$ cat src/rtl/bcem_div.sv
// Restoring divider that yields one quotient bit per cycle.
module bcem_div #(
   parameter int W = 64
) (
   input  logic         clock,
   input  logic         reset,
   input  logic         start,
   input  logic [W-1:0] numer,
   input  logic [W-1:0] denom,
   output logic         busy,
   output logic [W-1:0] quotient
);

   localparam int CW = $clog2(W + 1);

   logic [W-1:0]  quo_ff;
   logic [W-1:0]  den_ff;
   logic [W-1:0]  rem_ff;
   logic [CW-1:0] count_ff;
   logic          busy_ff;
   logic [W:0]    shifted;
   logic [W:0]    trial;

   assign shifted = {rem_ff, quo_ff[W-1]};
   assign trial   = shifted - {1'b0, den_ff};

   always_ff @(posedge clock) begin
      if (reset) begin
         busy_ff  <= 1'b0;
         count_ff <= '0;
      end else if (start) begin
         quo_ff   <= numer;
         den_ff   <= denom;
         rem_ff   <= '0;
         count_ff <= CW'(W);
         busy_ff  <= 1'b1;
      end else if (busy_ff) begin
         // The top bit of the trial difference is its sign.
         if (!trial[W]) begin
            rem_ff <= trial[W-1:0];
            quo_ff <= {quo_ff[W-2:0], 1'b1};
         end else begin
            rem_ff <= shifted[W-1:0];
            quo_ff <= {quo_ff[W-2:0], 1'b0};
         end
         count_ff <= count_ff - 1'b1;
         if (count_ff == CW'(1)) begin
            busy_ff <= 1'b0;
         end
      end
   end

   assign busy     = busy_ff;
   assign quotient = quo_ff;

endmodule

$ cat config.mk
export PLATFORM = sky130hd
export DESIGN_NAME = bcem_div
export DESIGN_NICKNAME = d
export VERILOG_FILES = /design/src/rtl/bcem_div.sv
export SDC_FILE = /design/constraint.sdc
export NUM_CORES = 1
export LEC_CHECK = 0
export BUFFER_PORTS_ARGS = -buffer_cell sky130_fd_sc_hd__buf_2
export CORE_MARGIN = 4
export CORE_UTILIZATION = 55
export CTS_BUF_LIST = sky130_fd_sc_hd__clkbuf_8
export DETAILED_ROUTE_END_ITERATION = 8
export PLACE_DENSITY = 0.78
export SYNTH_ARGS = -nofsm -noshare
export SYNTH_HDL_FRONTEND = slang
export SYNTH_SLANG_ARGS = --single-unit
$ cat constraint.sdc
create_clock -name clock -period 9.8 [get_ports clock]
set_input_delay 0.98 -clock clock [delete_from_list [all_inputs] [get_ports clock]]
set_output_delay 0.98 -clock clock [all_outputs]
set_load 0.05 [all_outputs]
## After elaboration in Yosys (flattened, before gate mapping)

Index checks and enable logic that the tools add are counted.

| storage, ports and cells | value |
|---|---|
| input port bits | 131 |
| output and inout bits | 65 |
| bits in registers | 200 |

| operators by class | value |
|---|---|
| add/subtract/negate cells | 2 |
| bitwise logic cells | 1 |
| reduce and logical (&&, ||, !) cells | 4 |
| equality and inequality tests | 1 |
| multiplexer cells | 10 |

Operators with widths:

| cell | count |
|---|---|
| $mux W64 | 4 |
| $sub A65 B64 Y65 | 1 |
| $mux W7 | 2 |
| $eq A7 B1 Y1 const B | 1 |
| $sub A7 B1 Y7 const B | 1 |
| $mux W1 | 4 |
| $reduce_and A2 Y1 | 2 |
| $reduce_bool A2 Y1 | 1 |
| $reduce_or A2 Y1 | 1 |
| $not A1 Y1 | 1 |

## Longest topological paths before layout

Gate-level depths: netlist of the first run.

| depth | value |
|---|---|
| depth in word-level cells | 4 |
| depth in mapped cells | 15 |
| mapped depth without buffers | 13 |

## Least setup slack after synthesis of the first run

No wires, ideal clock.

| path | value |
|---|---|
| path type | input-to-reg |
| from | input start |
| to | register quo_ff[0], in the netlist quotient[0], enable pin |
| setup slack | 2274 ps |
| data arrival time | 6909 ps |
| data required time | 9184 ps |
| stages on the path | 4 |
| path through | clkbuf_1 clkbuf_1 nor2_1 nor2_1 |

| on the way | value |
|---|---|
| word-level cells in the longest chain between the ends | 2 |

Ends and longest elaborated chain:

| item | RTL line | RTL |
|---|---|---|
| start: declaration | 7 | `input logic start,` |
| $reduce_bool A2 Y1 (no line) | -- |  |
| $reduce_and A2 Y1 (no line) | -- |  |
| end signal: assignment | 32 | `quo_ff <= numer;` |
| end signal: assignment | 41 | `quo_ff <= {quo_ff[W-2:0], 1'b1};` |
| end signal: assignment | 44 | `quo_ff <= {quo_ff[W-2:0], 1'b0};` |
| end: declaration | 16 | `logic [W-1:0] quo_ff;` |

Every way passes these cells.
A chain may end at the register's enable or synchronous reset.

## Final worst setup path of the first run

| path | value |
|---|---|
| from | register quo_ff[63], in the netlist quotient[63] |
| to | register rem_ff[12], data pin |

| on the way | value |
|---|---|
| word-level cells in the longest chain between the ends | 3 |

Ends and longest elaborated chain:

| item | RTL line | RTL |
|---|---|---|
| $sub A65 B64 Y65 | 25 | `assign trial = shifted - {1'b0, den_ff};` |
| $mux W64 | 39 | `if (!trial[W]) begin` |
| $mux W64 | 37 | `end else if (busy_ff) begin` |
| end signal: assignment | 40 | `rem_ff <= trial[W-1:0];` |
| end signal: assignment | 43 | `rem_ff <= shifted[W-1:0];` |
| end: declaration | 18 | `logic [W-1:0] rem_ff;` |

Every way passes these cells. The select of a mux whose other input is x is not followed.

==> results of run 1 <==
==> stage by stage <==
step | hold slack [ps] | util
3_5_place_dp | 485 | 0.616
2_1_floorplan | 469 | -
4_1_cts | 504 | 0.638
3_3_place_gp | 487 | 0.616
5_1_grt | 554 | 0.638
6_report | 503 | 0.638
==> power by group through the flow <==
| stage | registers [mW] | clock network [mW] | logic, mW |
|---|---|---|---|
| floorplan | 1.14 | 0 | 0.541 |
| global placement | 1.08 | 0 | 0.742 |
| detailed placement | 1.08 | 0 | 0.754 |
| CTS | 1.07 | 0.609 | 0.760 |
| global route | 1.07 | 0.641 | 0.842 |
| finish | 1.07 | 0.598 | 0.766 |
==> metal layers <==
layer	GRT usage	part of all wire	vias to the layer above
met4	0.0604	0.015	2
met5	0	0.00048	-
met3	0.0534	0.069	34
li1	-	-	4363
met2	0.368	0.47	310
met1	0.304	0.44	4235
==> critical path, cell delays in order (launching register included) <==
cell and delay [ps]:
edfxtp_1 390, inv_1 50, ha_1 220, fa_1 410, nand2b_1 210, a211oi_1 340, nor2_1 140, o41ai_2 420
a41oi_1 270, o21ai_2 300, o221ai_2 330, nor2_4 600, buf_4 770, mux2i_1 260, nor2_1 60
==> sequential cells by signal, indices dropped and copies added (netlist names) <==
| register | count |
|---|---|
| busy | 1 |
| rem_ff | 64 |
| quotient | 64 |
| den_ff | 64 |
| count_ff | 7 |
==> placed cells by master (no fill, tap or decap), types with 4 or more instances in the layout <==
cell type	synthesis	routed
xnor2_1	40	40
mux2_2	64	64
nor2b_1	6	5
ha_1	66	66
o21ai_0	63	63
or3_1	4	4
nand4_1	18	18
dfxtp_1	8	8
and3_1	8	8
o211ai_1	5	5
a21o_1	31	31
and2_1	5	5
nor3_1	8	8
clkbuf_8	0	17
a31oi_1	7	7
nand2b_1	14	14
mux2i_1	31	31
xor2_1	24	24
nand3_1	13	13
o21a_1	5	5
nand2_1	56	56
inv_12	0	4
a221oi_1	5	5
a21oi_1	87	87
inv_1	81	81
buf_4	2	6
edfxtp_1	192	192
a211oi_2	5	5
buf_2	7	194
o21bai_1	10	10
o22ai_1	6	6
clkinv_8	0	4
a41oi_1	5	5
a211oi_1	19	19
nor2_1	100	99
==> kinds of logic (layout without fill, tap and decap cells) <==
group                      Yosys count  in the layout  synth area share
xor gates and xnor gates            64             64            0.0469
muxes                               95             95            0.0863
DFF                                200            200             0.496
AOI/OAI and AO/OA                  280            280             0.154
adders and majority gates           67             67            0.0708
and+or+nand+nor                    252            252             0.100
buffers and inverters              133            313            0.0457
==> area by class of cell <==
cell class | instances | area, µm² | area share
multi-input combinational | 758 | 5490 | 0.405
sequential | 200 | 5930 | 0.438
clock buffer | 17 | 234 | 0.0173
clock inverter | 15 | 230 | 0.0170
tap | 275 | 344 | 0.0254
timing repair buffer | 200 | 1020 | 0.0750
inverter | 81 | 304 | 0.0225
==> how the worst max path moves through the flow <==
stage	start	end	slack, ps	cells past startpoint
final	quotient[63]	rem_ff[12]	4690	14
after global routing	quotient[63]	rem_ff[27]	4340	14
after CTS	quotient[63]	rem_ff[27]	4740	14
after detailed placement	quotient[63]	rem_ff[10]	4870	14
after global placement	quotient[63]	rem_ff[24]	5060	14
after floorplan	start	quotient[0]	2270	4
==> impl_metrics.ini, run 1 <==
[critical_path]
setup.worst_path.start_class = flop
endpoint_kind = flop
critPathRequiredTime_ps = 10020
crit_fanout = 59
crit_type = reg -> reg
cp.arrival_ps = 5340
r2r_slack_ps = 4690
r2r_cells = 14
r2r-end = rem_ff[12]
r2r_start = quotient[63]

[sta]
fin_ws_ps = 4690
max_slew.worst_pin.slew_ps = 1050
setup-tns-final_ps = 0
max-slew-margin-rel = 0.300
post-route-min-period_ps = 5110
final-hold-violation-count = 0
rsz0062_at_grt = false
period_share = 0.522
finalMaxSlewViolations = 0
final.setup_skew_ps = 32.1
setup_viol = 0
clock.fmax_ghz = 0.196

[synth]
synth_most_common_cell = edfxtp_1
ys_async_sr_fraction = 0
synth_area_leader_cell = edfxtp_1
syn-instance-count = 1091
synth_cell_types = 71
synth_area_leaders = edfxtp_1 48%, ha_1 6.9%, mux2_2 6.0%
yosysWarningCount = 0
synth-seq-area-share = 0.496
synth_common_cells = 192 x edfxtp_1, 100 x nor2_1, 87 x a21oi_1, 81 x inv_1, 66 x ha_1
synth_nets = 1289
ys_ff_latch = 200
synth_flop_cell = edfxtp_1
postSynthAreaPerCell_um2 = 10.9
synth_edf_count = 192
synth_top_area_frac = 0.483
syn_area_um2 = 11900

[global_route]
antenna_found_initial = 1
grt_max_degree = 82
grt_pass1_vias = 8991
overflow = 0
grt_pass1_wl_mm = 44.3
gr-usage-all-layers = 0.225

[place]
preCtsSetupSlack_ps = 4870
dpl_cell_area_um2 = 13100
dp_hpwl_mm = 19.8
gp_congestion = 0.891
portBuffers = 195
place_inst = 1514

[worst_hold_path]
hp-start = count_ff[1]
hold_path_end = count_ff[1]
whs_path_depth = 2
hp-class = reg -> reg

[pwr]
p_total_mw = 2.43
pwr_density_cell_nw_per_um2 = 179
switching_share = 0.367
power.switching_uw = 891
peakVddDrop_v = 0.000103
power.share.clock = 0.246
p_int_mw = 1.54
power_frac_seq = 0.439
p_leak_nw = 5.60
comb_power_share = 0.315

[clock_tree]
cts_resized = 0
cts_setup_buffers = 0
clkLatencyLatePin_ps = 510
root_buffer = clkbuf_8
htreeDepth = 4
cts_tree = built
cts.reportedPaths.clkPinSlew_ps = 130
cts_buffer_depth = 2
cts_sinks = 200
numCtsBuffers = 17
hold_buffers = 0

[detailed_routing]
drtAntennaViolNets = 0
drt-initial-drc-count = 695
drc = 0
drtPass1Iterations = 5
wire_per_inst_um = 17.6
drt-vias-per-instance = 5.79
wirelength_mm = 27.2
vias = 8944

[final_layout]
antenna_cells = 0
stdcell_area_um2 = 13500
areaGrowthSynthToFinish_pct = 13.4
layout.nets = 1456
instances_no_fill = 1546
fillCellCount = 1725
drive_above_1_share = 0.252

[floorplan]
dieArea_um2 = 24100
core_um2 = 21200
num_io_pins = 196
start_util = 0.563
rows = 53
die_h_um = 155
die_x_um = 155

[job]
maxCapViolCount = 0

[run_status]
outcome = finished, final reports clean
Power figures use the tool's default switching activity.
==> run 2, diff against run 1 <==
==> constraint.sdc (replaced) <==
create_clock -name clock -period 4.75 [get_ports clock]
set_input_delay 0.475 -clock clock [delete_from_list [all_inputs] [get_ports clock]]
set_output_delay 0.475 -clock clock [all_outputs]
set_load 0.05 [all_outputs]
==> impl_metrics.ini, run 2 (synthesis gave the netlist of run 1 again) <==
[run_status]
outcome = finished, final reports clean

[clock_tree]
cts_resized = 0
root_buffer = clkbuf_8
cts_buffer_depth = 2
cts_setup_buffers = 0
cts_sinks = 200
cts.reportedPaths.clkPinSlew_ps = 130
clkLatencyLatePin_ps = 500
numCtsBuffers = 17
htreeDepth = 4
cts_tree = built
hold_buffers = 0

[pwr]
p_total_mw = 5.02
power.share.clock = 0.243
comb_power_share = 0.319
switching_share = 0.367
pwr_density_cell_nw_per_um2 = 369
peakVddDrop_v = 0.000247
p_leak_nw = 5.61
p_int_mw = 3.18
power.switching_mw = 1.84
power_frac_seq = 0.439

[final_layout]
areaGrowthSynthToFinish_pct = 13.7
drive_above_1_share = 0.254
multi_input_area_um2 = 5490
instances_no_fill = 1549
fillCellCount = 1706
final_util = 0.640
antenna_cells = 0
final_common_cell = buf_2
seq_area_um2 = 5930
final_cell_mix = 194 x buf_2, 192 x edfxtp_1, 99 x nor2_1
layout.nets = 1459

[sta]
fin_ws_ps = 467
max_slew.worst_pin.slew_ps = 925
clock.fmax_ghz = 0.233
setup_viol = 0
rsz0062_at_grt = false
post-route-min-period_ps = 4280
setup-tns-final_ps = 0
max-slew-margin-rel = 0.382
period_share = 0.902
final.setup_skew_ps = 23.6
finalMaxSlewViolations = 0
final-hold-violation-count = 0

[place]
gp_congestion = 0.917
place_inst = 1517
dp_hpwl_mm = 20.1
portBuffers = 195
preCtsSetupSlack_ps = 559

[detailed_routing]
wire_per_inst_um = 17.8
wirelength_mm = 27.6
drt-initial-drc-count = 673
drtAntennaViolNets = 0
vias = 9017
drt-vias-per-instance = 5.82
drc = 0
drtPass1Iterations = 7

[critical_path]
cp.arrival_ps = 4490
setup.worst_path.start_class = flop
r2r_slack_ps = 470
crit_fanout = 38
endpoint_kind = flop
critPathRequiredTime_ps = 4960
crit_type = reg -> reg

[global_route]
top_usage_layer = met2
use_met2 = 0.376
antenna_found_initial = 1
overflow = 0
grt_pass1_vias = 9076
grt_max_degree = 80
grt_pass1_wl_mm = 45.1
use_met1 = 0.307
gr-usage-all-layers = 0.229
grtUsageMet3 = 0.0573

[floorplan]
rows = 53
core_um2 = 21200
num_io_pins = 196
start_util = 0.563
die_h_um = 155
die_x_um = 155
dieArea_um2 = 24100

[worst_hold_path]
hp-class = in -> reg

[job]
maxCapViolCount = 0
-- run 2: routing by layer --
layer  up-vias  routed length, µm
met2       303              13300
met3        34               1860
met4         2                319
met5         -                 12
met1      4313              12200
li1       4365                  -
-- run 2: power groups by stage --
stage          Clock [mW]  Sequential, mW  Combinational (mW)
6_report             1.22            2.20                1.60
5_1_grt              1.31            2.22                1.76
4_1_cts              1.24            2.20                1.59
3_5_place_dp            0            2.24                1.57
3_3_place_gp            0            2.23                1.54
2_1_floorplan           0            2.35                1.12
-- run 2: worst paths after layout --
path,startpoint,cells after the start,endpoint
worst min-delay path,denom[60],1,den_ff[60]
worst min register to register,count_ff[1],2,count_ff[1]
worst max-delay path,quotient[63],14,rem_ff[28]
worst max register to register,quotient[63],14,rem_ff[28]
-- run 2: layout make-up --
cell class                 instances  share of cell area
tap                              275              0.0253
sequential                       200               0.436
timing repair buffer             203              0.0783
clock inverter                    15              0.0164
multi-input combinational        758               0.404
inverter                          81              0.0224
clock buffer                      17              0.0172
-- run 2: through the flow --
stage / hold slack, ps / area (µm²)
after floorplan: 469 / 12000
after global placement: 481 / 13100
after detailed placement: 496 / 13100
after CTS: 123 / 13600
after global routing: 107 / 13600
final: 143 / 13600
-- run 2: critical path, stage by stage, from the launching register on --
cell      delay, ps
edfxtp_1        380
inv_1            50
ha_1            220
fa_1            400
nand2b_1        200
a211oi_1        280
nor2_1          140
o41ai_2         390
a41oi_1         280
o21ai_2         290
o221ai_2        350
nor2_4          240
buf_4           440
mux2i_1         270
nor2_1           60
